===== src/rtl/core/rpn_ram.sv =====
// Generic single-write, single-read RAM with registered read data.
`timescale 1ns / 1ps

module rpn_ram #(
    parameter int WIDTH = 32,
    parameter int DEPTH = 128
) (
    input  logic                     aclk,
    input  logic                     wr_en,
    input  logic [$clog2(DEPTH)-1:0] wr_addr,
    input  logic [WIDTH-1:0]         wr_data,
    input  logic                     rd_en,
    input  logic [$clog2(DEPTH)-1:0] rd_addr,
    output logic [WIDTH-1:0]         rd_data
);

    logic [WIDTH-1:0] mem [DEPTH];
    logic [WIDTH-1:0] rd_data_reg;

    // Write port
    always_ff @(posedge aclk) begin
        if (wr_en) begin
            mem[wr_addr] <= wr_data;
        end
    end

    // Registered read port
    always_ff @(posedge aclk) begin
        if (rd_en) begin
            rd_data_reg <= mem[rd_addr];
        end
    end

    assign rd_data = rd_data_reg;

endmodule


===== config.mk =====
export PLATFORM = sky130hd
export DESIGN_NAME = rpn_ram
export DESIGN_NICKNAME = d
export VERILOG_FILES = /design/src/rtl/core/rpn_ram.sv
export SDC_FILE = /design/constraint.sdc
export NUM_CORES = 2
export LEC_CHECK = 0
export ABC_CLOCK_PERIOD_IN_PS = 6600
export BUFFER_PORTS_ARGS = -buffer_cell sky130_fd_sc_hd__buf_2
export CAP_MARGIN = 15
export CORE_MARGIN = 2
export CORE_UTILIZATION = 40
export CTS_CLUSTER_DIAMETER = 40
export DETAILED_ROUTE_END_ITERATION = 10
export PLACE_DENSITY = 0.63
export SYNTH_ARGS = -nofsm -noshare
export SYNTH_HDL_FRONTEND = slang
export SYNTH_SLANG_ARGS = --single-unit
export TNS_END_PERCENT = 20

===== constraint.sdc =====
create_clock -name aclk -period 6.6 [get_ports aclk]
set_clock_uncertainty 0.05 [all_clocks]
set_input_delay 1.98 -clock aclk [delete_from_list [all_inputs] [get_ports aclk]]
set_output_delay 1.98 -clock aclk [all_outputs]
set_load 0.05 [all_outputs]

Yosys cells after proc, flatten, opt, wreduce, memory -nomap -nowiden --
Memories as Yosys holds them, arrays and structs flattened. A register that Yosys moved wholly into a read port is not among the register bits. Cells that the tools add are included.
Word-level totals: register bits after elaboration 0, memory bits (writable) 4096, input port bits 49, output and inout port bits 32, word-level logic and storage cells 3, memories kept 1
Memory list:
- mem | depth 128, width 32, read ports 1, clocked after memory_dff 1, wr ports 1, line 17 | logic [WIDTH-1:0] mem [DEPTH];
Operators by class: mux-type cells 2
Operators with widths (number):
- 2-to-1 mux 1 bit | 2

Logic depth before layout (Yosys ltp) --
depth after elaboration 2, mapped depth 8, mapped depth without buffers 4

Least setup slack after synthesis --
OpenSTA, ideal clock, no wires.
kind input-to-reg, start point input wr_en, end point memory mem[98][0], enable pin, library setup time 0.461 ns, arrival 4.758 ns, data required time 6.089 ns, path slack 1.331 ns, stages 3, buffers on the path 1, path through clkbuf_1 -> nand4_1 -> nor3_1
Between the ends: cells in the longest elaborated chain, start to end 2
Ends and longest elaborated chain:
- from (decl) | line 9 | input logic wr_en,
- 2-to-1 mux 1 bit | line 22 | if (wr_en) begin
- 2-to-1 mux 1 bit (not written as such) | line 23 | mem[wr_addr] <= wr_data;
- to (decl) | line 17
Every way passes these cells.

==> run metrics <==
WP data required=7.30 ns; grt ovf=0; clk_lat worst skew=1.00 ns; largest family of logic cells by synthesized area=multiplexers; Port Buf Inserts=80; syn_area_per_cell=26.1 um^2; Slew HR=16.8%; Worst-path clk slew=0.06 ns; clk sinks=4128; crit path cell chain=buf_12 > buf_12 > buf_4 > mux4_2 > mux4_2 > mux4_2 > mux2_2; max reg flops=4096; Pre-Repair DR Iteration Count=6; share of cells above drive strength 1=38.5%; Die H=630 um; Mapped Area=157000 um^2; maximum vdd drop=0.000268 V; average wire per standard cell=35.3 um; initial DRC count=11600; r2r startpoint=mem[114][7]$_DFFE_PP_; core area=389000 um^2; CTS tree=built; CP dominant cell by count=mux4_2; Pwr per Cell Area=318 nW/um^2; CP Capture Type=flop; Tmin final=4.79 ns; I/O pin cnt=81; leading area contributor after synthesis=edfxtp_1; first-pass GRT wire length=596000 um; Worst Hold Path EP=rd_data[14]$_DFFE_PP_; Total GRT Usage=21.6%; Least-Margin Pin Slew=1.25 ns; async set or reset register ratio after synthesis=0%; area grow syn2layout=16.5%; HPWL after DPL=251000 um; crit path DAT=5.48 ns; adder-cell share of the synthesized area=0%; synth cell count leaders=4128 x edfxtp_1, 1344 x mux4_2, 182 x clkbuf_1; Hold Path Stages=4; Max FO, Critical Path=48; Largest delay share family, worst path=multiplexers; drt total wl=432000 um; fillcell total=31000; hold_sp=mem[86][14]$_DFFE_PP_; cell depth of the worst flop-to-flop path=4; YS warnings=0; share of the synthesized area in the top cell type=79.2%; Mapped Cells=5990; Crit Reg-Reg Endpoint=rd_data[7]$_DFFE_PP_; nets=6623; post-synth cell types=16; multi-input logic area=32300 um^2; mux contribution to synthesized area=19.6%; f_max=209 MHz; CP bufs+invs=3; worst setup path class=input pin to flop; CP max-delay cell=mux4_2; total CTS buffers=456; max-cap viol count=0; Yosys reg bits=4128; Clock Path Buffers=4; chip width=630 um; R2R setup slack=3.72 ns; status=completed; setup TNS=0 ns; Worst Hold Class=flop to flop; Post-Synth XOR/XNOR Area=0%; most common cell in the synthesized netlist=edfxtp_1; drt drc=0; Final GP Congestion=0.845; Tcrit/Tclk final=72.5%; via count=72600; initial antenna violation count=73; post-CTS setup buffers=0; startpoint type of the worst setup path=input pin; cell row count=229; Seq. cell area=124000 um^2; vias in the first global route=72600; Initial Util=40.2%; RSZ-0062 raised after global routing=no; CTS resizes=0; post-synthesis compound-gate area fraction=0%; EDFF count, synth=4128; Final ANT Viol Nets=0; full die area=397000 um^2; pre-CTS setup slack=0.818 ns; top cells by area, synth=edfxtp_1 79%, mux4_2 19%, clkbuf_1 0.44%, nor2_1 0.29%, buf_2 0.25%; root buf cell=clkbuf_16; endpoints failing setup=0; cts hold-fix bufs=0; via density per instance=5.94; H-tree depth=5; Fin. Hold Viols=0; LEAKAGE=55.9 nW; syn_nets=6039; Slowest Stage Delay on Critical Path=0.77 ns; Synth Area in Simple Gates=0.445%; Final WS setup=1.81 ns; largest net degree at the start of global routing=86; post-synthesis sequential area ratio=79.2%; Synth Flop Type=edfxtp_1; fin. max-slew vios=0
-- metrics by stage --
stage               instance area (um^2)  power, mW  hold WS (ns)  util, %  instances
floorplan                         157000       31.0          1.10        -       5990
global placement                  167000       32.6          1.14     42.8      11300
detailed placement                167000       32.7          1.14     42.8      11300
CTS                               182000       58.4          1.13     46.8      12200
global route                      182000       59.4          1.17     46.9      12200
finish                            183000       58.0          1.16     46.9      12200
-- power breakdown --
group	switching [mW]	total, mW	internal [mW]
Sequential	0.108	29.1	29.0
Combinational	1.90	3.00	1.09
Clock	10.8	25.9	15.2
-- worst register-to-register path: cells and delay by family, from the launching register on --
kind,cells,cell delay (ns)
mux,4,2.23
flops,1,0.37
-- cells by family after synthesis --
family | count (synthesis)
DFF | 4128
muxes | 1376
buffers and inverters | 316
and+or+nand+nor | 170
-- metal layers --
layer	vias to the layer above	wire [um]	global-route usage [%]
met1	40000	162000	29.4
met5	-	111	0
li1	27800	-	-
met2	4150	211000	35.0
met3	654	43000	4.00
met4	18	16200	8.21
-- worst max-delay path by stage --
stage	depth (start not counted)	start	to	slack, ns
floorplan	3	wr_en	mem[98][0]$_DFFE_PP_	1.33
global placement	7	rd_addr[0]	rd_data[7]$_DFFE_PP_	0.81
detailed placement	7	rd_addr[0]	rd_data[7]$_DFFE_PP_	0.82
CTS	7	rd_addr[0]	rd_data[7]$_DFFE_PP_	1.90
global route	7	rd_addr[0]	rd_data[7]$_DFFE_PP_	1.80
finish	7	rd_addr[0]	rd_data[7]$_DFFE_PP_	1.81
-- layout make-up --
class                      count  share of cell area (%)
antenna                       58                  0.0795
clock buffer                 509                    6.36
clock inverter               342                    2.17
timing repair buffer         442                    2.21
multi-input combinational   1546                    17.7
sequential                  4128                    67.9
tap                         5197                    3.56
-- placed cells by master (no fill, tap or decap) --
cell type,instances
buf_4,332
nand2_1,11
clkinvlp_4,52
inv_6,34
nor2_4,119
clkinv_2,62
nand3_2,4
nand4_1,3
bufinv_16,59
mux2_2,32
inv_8,7
buf_6,1
buf_2,42
nand3_1,8
buf_8,3
clkbuf_16,456
or3_1,1
mux4_2,1344
nor3_2,9
nand2b_1,2
inv_16,12
clkbuf_1,53
buf_12,64
clkinv_8,5
nand2_2,3
edfxtp_1,4128
diode_2,58
clkinv_4,36
clkinv_16,7
nor2b_1,7
nor2_1,3
clkinv_1,68
Power figures use the tool's default switching activity.
