## src/rtl/core/rpn_pkg.sv

```systemverilog
// Shared types and codes for the RPN stack calculator.
`timescale 1ns / 1ps

package rpn_pkg;

    // Token function codes; codes six and seven are unused
    typedef enum logic [2:0] {
        FN_PUSH = 3'd0,
        FN_ADD  = 3'd1,
        FN_SUB  = 3'd2,
        FN_MUL  = 3'd3,
        FN_DIV  = 3'd4,
        FN_MOD  = 3'd5
    } fn_t;

    // Result status codes
    localparam logic [1:0] STS_OK     = 2'd0;
    localparam logic [1:0] STS_UNDER  = 2'd1;
    localparam logic [1:0] STS_DIVZ   = 2'd2;
    localparam logic [1:0] STS_HALTED = 2'd3;

    localparam int WORD_W = 32;

    // Top-level sequencer states
    typedef enum logic [2:0] {
        S_IDLE,
        S_DECODE,
        S_FIN_GET,
        S_CHK_B,
        S_LD_A,
        S_EXEC,
        S_EMIT
    } seq_state_t;

    // Arithmetic unit states
    typedef enum logic [1:0] {
        A_IDLE,
        A_DIV,
        A_SIGN,
        A_DONE
    } alu_state_t;

    // Sequencer to arithmetic unit
    typedef struct packed {
        logic       start;
        logic [2:0] func;
    } alu_ctl_t;

    // Arithmetic unit to sequencer
    typedef struct packed {
        logic busy;
        logic done;
    } alu_sts_t;

endpackage

```

## src/rtl/core/rpn_alu.sv

```systemverilog
// Shared arithmetic unit: direct add, subtract, multiply; iterative signed divide and modulo.
`timescale 1ns / 1ps

module rpn_alu (
    input  logic             aclk,
    input  logic             aresetn,
    input  rpn_pkg::alu_ctl_t ctl,
    input  logic [31:0]      a_in,
    input  logic [31:0]      b_in,
    output logic [31:0]      result,
    output rpn_pkg::alu_sts_t sts
);
    import rpn_pkg::*;

    alu_state_t  state_reg, state_next;
    logic [31:0] quo_reg, quo_next;
    logic [31:0] rem_reg, rem_next;
    logic [31:0] div_reg, div_next;
    logic [31:0] res_reg, res_next;
    logic [4:0]  cnt_reg, cnt_next;
    logic        neg_q_reg, neg_q_next;
    logic        neg_r_reg, neg_r_next;
    logic        is_mod_reg, is_mod_next;
    logic [31:0] prod;
    logic [31:0] mag_a, mag_b;
    logic [32:0] trial;

    assign prod  = a_in * b_in;
    assign mag_a = a_in[31] ? (32'd0 - a_in) : a_in;
    assign mag_b = b_in[31] ? (32'd0 - b_in) : b_in;
    assign trial = {rem_reg, quo_reg[31]} - {1'b0, div_reg};

    // State register
    always_ff @(posedge aclk) begin
        if (!aresetn) begin
            state_reg <= A_IDLE;
        end else begin
            state_reg <= state_next;
        end
    end

    // Datapath registers
    always_ff @(posedge aclk) begin
        quo_reg    <= quo_next;
        rem_reg    <= rem_next;
        div_reg    <= div_next;
        res_reg    <= res_next;
        cnt_reg    <= cnt_next;
        neg_q_reg  <= neg_q_next;
        neg_r_reg  <= neg_r_next;
        is_mod_reg <= is_mod_next;
    end

    // Next state and datapath
    always_comb begin
        state_next  = state_reg;
        quo_next    = quo_reg;
        rem_next    = rem_reg;
        div_next    = div_reg;
        res_next    = res_reg;
        cnt_next    = cnt_reg;
        neg_q_next  = neg_q_reg;
        neg_r_next  = neg_r_reg;
        is_mod_next = is_mod_reg;
        case (state_reg)
            A_IDLE: begin
                if (ctl.start) begin
                    state_next = A_DONE;
                    case (ctl.func)
                        FN_ADD: res_next = a_in + b_in;
                        FN_SUB: res_next = a_in - b_in;
                        FN_MUL: res_next = prod;
                        FN_DIV, FN_MOD: begin
                            quo_next    = mag_a;
                            rem_next    = '0;
                            div_next    = mag_b;
                            cnt_next    = '0;
                            neg_q_next  = a_in[31] ^ b_in[31];
                            neg_r_next  = a_in[31];
                            is_mod_next = (ctl.func == FN_MOD);
                            state_next  = A_DIV;
                        end
                        default: res_next = '0;
                    endcase
                end
            end
            A_DIV: begin
                // One restoring step per cycle, quotient bits shift in from the right
                if (!trial[32]) begin
                    rem_next = trial[31:0];
                    quo_next = {quo_reg[30:0], 1'b1};
                end else begin
                    rem_next = {rem_reg[30:0], quo_reg[31]};
                    quo_next = {quo_reg[30:0], 1'b0};
                end
                cnt_next = cnt_reg + 5'd1;
                if (cnt_reg == 5'd31) begin
                    state_next = A_SIGN;
                end
            end
            A_SIGN: begin
                // Truncate toward zero: remainder follows the dividend sign
                if (is_mod_reg) begin
                    res_next = neg_r_reg ? (32'd0 - rem_reg) : rem_reg;
                end else begin
                    res_next = neg_q_reg ? (32'd0 - quo_reg) : quo_reg;
                end
                state_next = A_DONE;
            end
            A_DONE: begin
                state_next = A_IDLE;
            end
            default: begin
                state_next = A_IDLE;
            end
        endcase
    end

    assign result   = res_reg;
    assign sts.busy = (state_reg != A_IDLE);
    assign sts.done = (state_reg == A_DONE);

endmodule

```

## config.mk

```make
export PLATFORM = sky130hd
export DESIGN_NAME = rpn_alu
export DESIGN_NICKNAME = d
export VERILOG_FILES = /design/src/rtl/core/rpn_pkg.sv /design/src/rtl/core/rpn_alu.sv
export SDC_FILE = /design/constraint.sdc
export NUM_CORES = 2
export LEC_CHECK = 0
export ABC_AREA = 0
export BUFFER_PORTS_ARGS = -buffer_cell sky130_fd_sc_hd__clkbuf_2
export CAP_MARGIN = 20
export CORE_MARGIN = 5
export CORE_UTILIZATION = 35
export DETAILED_ROUTE_END_ITERATION = 8
export GPL_TIMING_DRIVEN = 1
export PLACE_DENSITY = 0.61
export SYNTH_ARGS = -nofsm -noshare
export SYNTH_HDL_FRONTEND = slang
export SYNTH_SLANG_ARGS = --single-unit
```

## constraint.sdc

```tcl
create_clock -name aclk -period 8.3 [get_ports aclk]
set_input_delay 0.83 -clock aclk [delete_from_list [all_inputs] [get_ports aclk]]
set_output_delay 0.83 -clock aclk [all_outputs]
set_load 0.01 [all_outputs]
```

=== After elaboration in Yosys (flattened, before gate mapping) ===
Index checks and enable logic that the tools add are counted.

* Bits in registers: 138
* Word-level logic and storage cells: 65

* Muxes and demuxes: 23
* Add/subtract/negate cells: 8
* Eq/ne operators: 13
* $mul: 1
* Bitwise operators: 1
* Reduce and logical (&&, ||, !) cells: 9

{| class="wikitable"
|+ Operators with widths
! operator !! count
|-
| $mux W32 || 10
|-
| $pmux W32 S2 || 3
|-
| $pmux W32 S4 || 1
|-
| $sub A1 B32 Y32 const A || 4
|-
| $sub A33 B32 Y33 || 1
|-
| $add A32 B32 Y32 || 1
|-
| $mul A32 B32 Y32 || 1
|-
| $sub A32 B32 Y32 || 1
|-
| $mux W31 || 1
|-
| $mux W5 || 2
|-
| $pmux W5 S2 || 1
|-
| $reduce_and A3 Y1 || 3
|-
| $pmux W2 S4 || 1
|-
| $eq A3 B2 Y1 const B || 2
|-
| $eq A3 B3 Y1 const B || 2
|-
| $mux W2 || 3
|-
| $ne A2 B2 Y1 const B || 3
|-
| $reduce_bool A2 Y1 || 3
|-
| $add A5 B1 Y5 const B || 1
|-
| $eq A5 B5 Y1 const B || 1
|-
| $eq A2 B2 Y1 const B || 2
|-
| $eq A3 B1 Y1 const B || 1
|-
| $eq A2 B1 Y1 const B || 1
|-
| $logic_not A2 Y1 || 1
|-
| 5 further kinds || 5
|}

=== Logic depth before layout (Yosys ltp) ===
* Depth after elaboration: 5
* Depth in mapped cells: 28
* Mapped depth without buffers: 26

=== Least setup slack after synthesis ===
Ideal clock, no wire load.

* Path kind: input-to-reg
* From: input port b_in[6]
* To: register res_reg[28] (netlist: result[28]) (data pin)
* Stages: 24
* Arrival: 7,257 ps
* Buffers on the path: 2
* Slack: 774 ps
* Setup time: 269 ps
* Cell sequence: clkbuf_1 > clkbuf_1 > and2_1 > fa_1 > fa_1 > fa_1 > inv_1 > fa_1 > inv_1 > fa_1 > inv_1 > fa_1 > inv_1 > fa_1 > fa_1 > ha_1 > nand2_1 > nor2_1 > nand2_1 > o31ai_1 > a211oi_1 > xnor2_1 > a221oi_1 > o21ai_0

* Longest elaborated chain between the ends: 4
* Elaborated cells between the ends (all ways): 6
* Classes of those cells: add/sub: 2; mul: 1; mux: 3

{| class="wikitable"
|+ Ends and longest elaborated chain
! element !! line !! text
|-
| start, declared || rpn_alu.sv:9 || <nowiki>input logic [31:0] b_in,</nowiki>
|-
| $mul A32 B32 Y32, or another cell as far along || rpn_alu.sv:28 || <nowiki>assign prod = a_in * b_in;</nowiki>
|-
| $pmux W32 S4 (*) || rpn_alu.sv:69 || <nowiki>case (ctl.func)</nowiki>
|-
| $mux W32 (*) || rpn_alu.sv:67 || <nowiki>if (ctl.start) begin</nowiki>
|-
| $pmux W32 S2 (*) || rpn_alu.sv:65 || <nowiki>case (state_reg)</nowiki>
|-
| named net res_next[28] || rpn_alu.sv:19 || <nowiki>logic [31:0] res_reg, res_next;</nowiki>
|-
| end signal, assigned || rpn_alu.sv:47 || <nowiki>res_reg <= res_next;</nowiki>
|-
| end, declared || rpn_alu.sv:19 ||
|}

The timed path passes the listed nets; every way through them passes the cells marked *. The select of a mux whose other input is x is not followed.
A chain may end at the register's enable or synchronous reset.

=== Worst setup path in the final report ===
* From: input port b_in[7]
* To: register res_reg[28] (netlist: result[28]) (data pin)

Same word-level chain as after synthesis.

==> results.md <==
* Mapped Area at 28,140 sq um
* Top layer in use: met5
* Synth unique cells at 69
* Slew margin rel. at approximately 29%
* Seq/Total Area, Yosys at 14.65%
* Number of global-route vias before repair at 22,915
* CTS Sinks at 138
* Final net count at 3,868
* Tmin final at 7.529 ns
* Cell Rows at 104
* RD Place Congestion at 0.9427
* Ys flop type: edfxtp_1
* CP peak stage delay at roughly 0.55 ns
* Clk_skew at 0.01234 ns
* Post-synth EDFFs at about 140
* Final non-filler cell total at 4,268
* Status: finished, final reports clean
* DRC errors left at 0
* First-pass GRT wire length at about 140,000 microns
* DRT Wirelength at 89,460 microns
* Post-route cell area at 30,650 sq um
* TritonCTS clock tree: yes
* P&R area growth vs syn at 8.928%
* FF+latch count, synth at 138
* Antenna violations before repair at 11
* Placed cell area at 29,900 sq um
* Max-slew violation count at 0
* Total grt overflow at 0
* HP Class: flip-flop to flip-flop
* Worst hold slack at 0.5341 ns
* Layout cell share with drive strength beyond 1 at 7.743%
* H-tree depth at 4
* GR Util All Layers at 20.63%
* Post-synth net total at 3,856
* Post-CTS resize count at 0
* Final hold vios at 0
* Top cells by area, synth: fa_1 29%, edfxtp_1 15%, ha_1 8.8%
* # fillers at just over 8,000
* DP HPWL at 71,930 microns
* Port buffer count at a little over 100
* Sum of negative setup slack at 0 ns
* Worst skew pair latency at 0.45 ns
* Post-route ant nets at 0
* Synth top area share at 29.17%
* Initial Util at a little over a third
* Crit-path max FO at 26
* Crit Path Class: input port to flip-flop
* Most common cell after layout, fill and taps aside: inv_1
* Final setup viols at 0
* Hold_buf cts at 0
* Type of origin of the critical path: input port
* Met1 Wirelength at 40,400 microns
* CP endpoint kind: flip-flop
* Met3 wire length at 7796 microns
* Chip width at 293.6 microns
* Clock-pin slew on the worst setup and hold paths at roughly 0.07 ns
* 1st-pass router iterations at 5
* Number of max-cap violations at 0
* Post-synthesis async set-or-reset flop share at 0%
* Peak Freq at 132.8 MHz
* Ports at 104
* Avg WL per Cell at between 20 and 25 microns
* Die Span Y at between 200 and 300 microns
* CTS buffer count at 17
* Crit-path slowest cell: clkbuf_2
* CP dominant cell by count: fa_1
* Worst path required time at 8.48 ns
* Largest net degree at the start of global routing at 70
* Drt via density at approximately 5.3
* Core area at 80,160 sq um
* Post-Synthesis Cells at ~3,200
* Setup bufs post-CTS at 0
* Worst Max-Slew Pin Slew at 1.071 ns
* Avg Cell Area, Syn at 8.855 sq um
* Die Area at 86,170 sq um
* Root Buffer: clkbuf_16
* Iter 0 DRT Violations at 1,700
* Via count at 22,482
* Unrepaired setup endpoints after global routing: false
* Post-synth top area cell: fa_1
* Final period utilization at 90.71%
* Most frequent cells in the layout: 433 x inv_1, 410 x fa_1, 389 x nand2_1
* Warnings from Yosys at 0
* Met2 WL post-DR at around 40,000 microns
* Longest Clk Path Bufs at 2
* Placed insts at approximately 4,200
* CP arrival at 7.71 ns
-- worst paths after layout --
path | from | endpoint | slack, ns | depth (start not counted)
setup reg to reg | quo_reg[31]$_DFFE_PP_ | rem_reg[27]$_SDFFCE_PN0P_ | 4.17 | 13
hold / removal | state_reg[1]$_SDFFE_PN0P_ | state_reg[1]$_SDFFE_PN0P_ | 0.53 | 2
hold reg to reg | state_reg[1]$_SDFFE_PN0P_ | state_reg[1]$_SDFFE_PN0P_ | 0.53 | 2
setup / recovery | b_in[7] | result[28]$_DFFE_PP_ | 0.77 | 25
-- final cells by class --
type	count	area [sq um]	area share [%]
Timing Repair Buffer	182	1141	3.723
Clock inverter	15	270.3	0.8817
Clock buffer	17	425.4	1.388
Inverter	434	1629	5.315
Tap cell	1060	1326	4.327
Multi-Input combinational cell	2417	21720	70.87
Antenna cell	5	12.51	0.04082
Sequential cell	138	4124	13.45
-- layer usage --
layer,up-vias,global-route usage [%]
li1,10293,-
met1,11258,30.18
met2,820,32.54
met3,101,3.946
met4,10,3.321
met5,-,0
-- cell families after synthesis --
logic type | Yosys count | synth area share (%)
buf+inv | 623 | 8.341
xor+xnor | 283 | 8.808
mux | 8 | 0.2935
simple gates | 986 | 17.77
fa+ha+maj | 608 | 37.97
flops | 138 | 14.65
compound gates | 532 | 12.16
-- synthesized netlist by cell type (45+ instances only) --
cell type / count
inv_1: 433
fa_1: 410
nand2_1: 389
and2_1: 314
ha_1: 198
clkbuf_1: 175
xnor2_1: 159
o21ai_0: 139
edfxtp_1: 136
a21oi_1: 132
xor2_1: 124
nor2_1: 75
a21o_1: 55
nand3_1: 48
o31ai_1: 45
-- worst max-delay path, delay by kind of cell --
kind	cells	cell delay, ns
AO/OA/AOI/OAI	8	1.39
adder cells (fa/ha/maj)	9	4.17
AND/OR/NAND/NOR	1	0.24
buffers and inverters	6	0.92
XOR/XNOR	1	0.12
-- stage by stage --
step                      util [%]  worst slack (ns)
final                        38.24            0.7713
after CTS                    38.17            0.8209
after floorplan                  -            0.7744
after global placement       37.30            0.4527
after global routing         38.23            0.4739
after detailed placement     37.30            0.3814
Power is not shown: default switching activity piles up to over one toggle a cycle in this logic, so the estimate is an artifact.
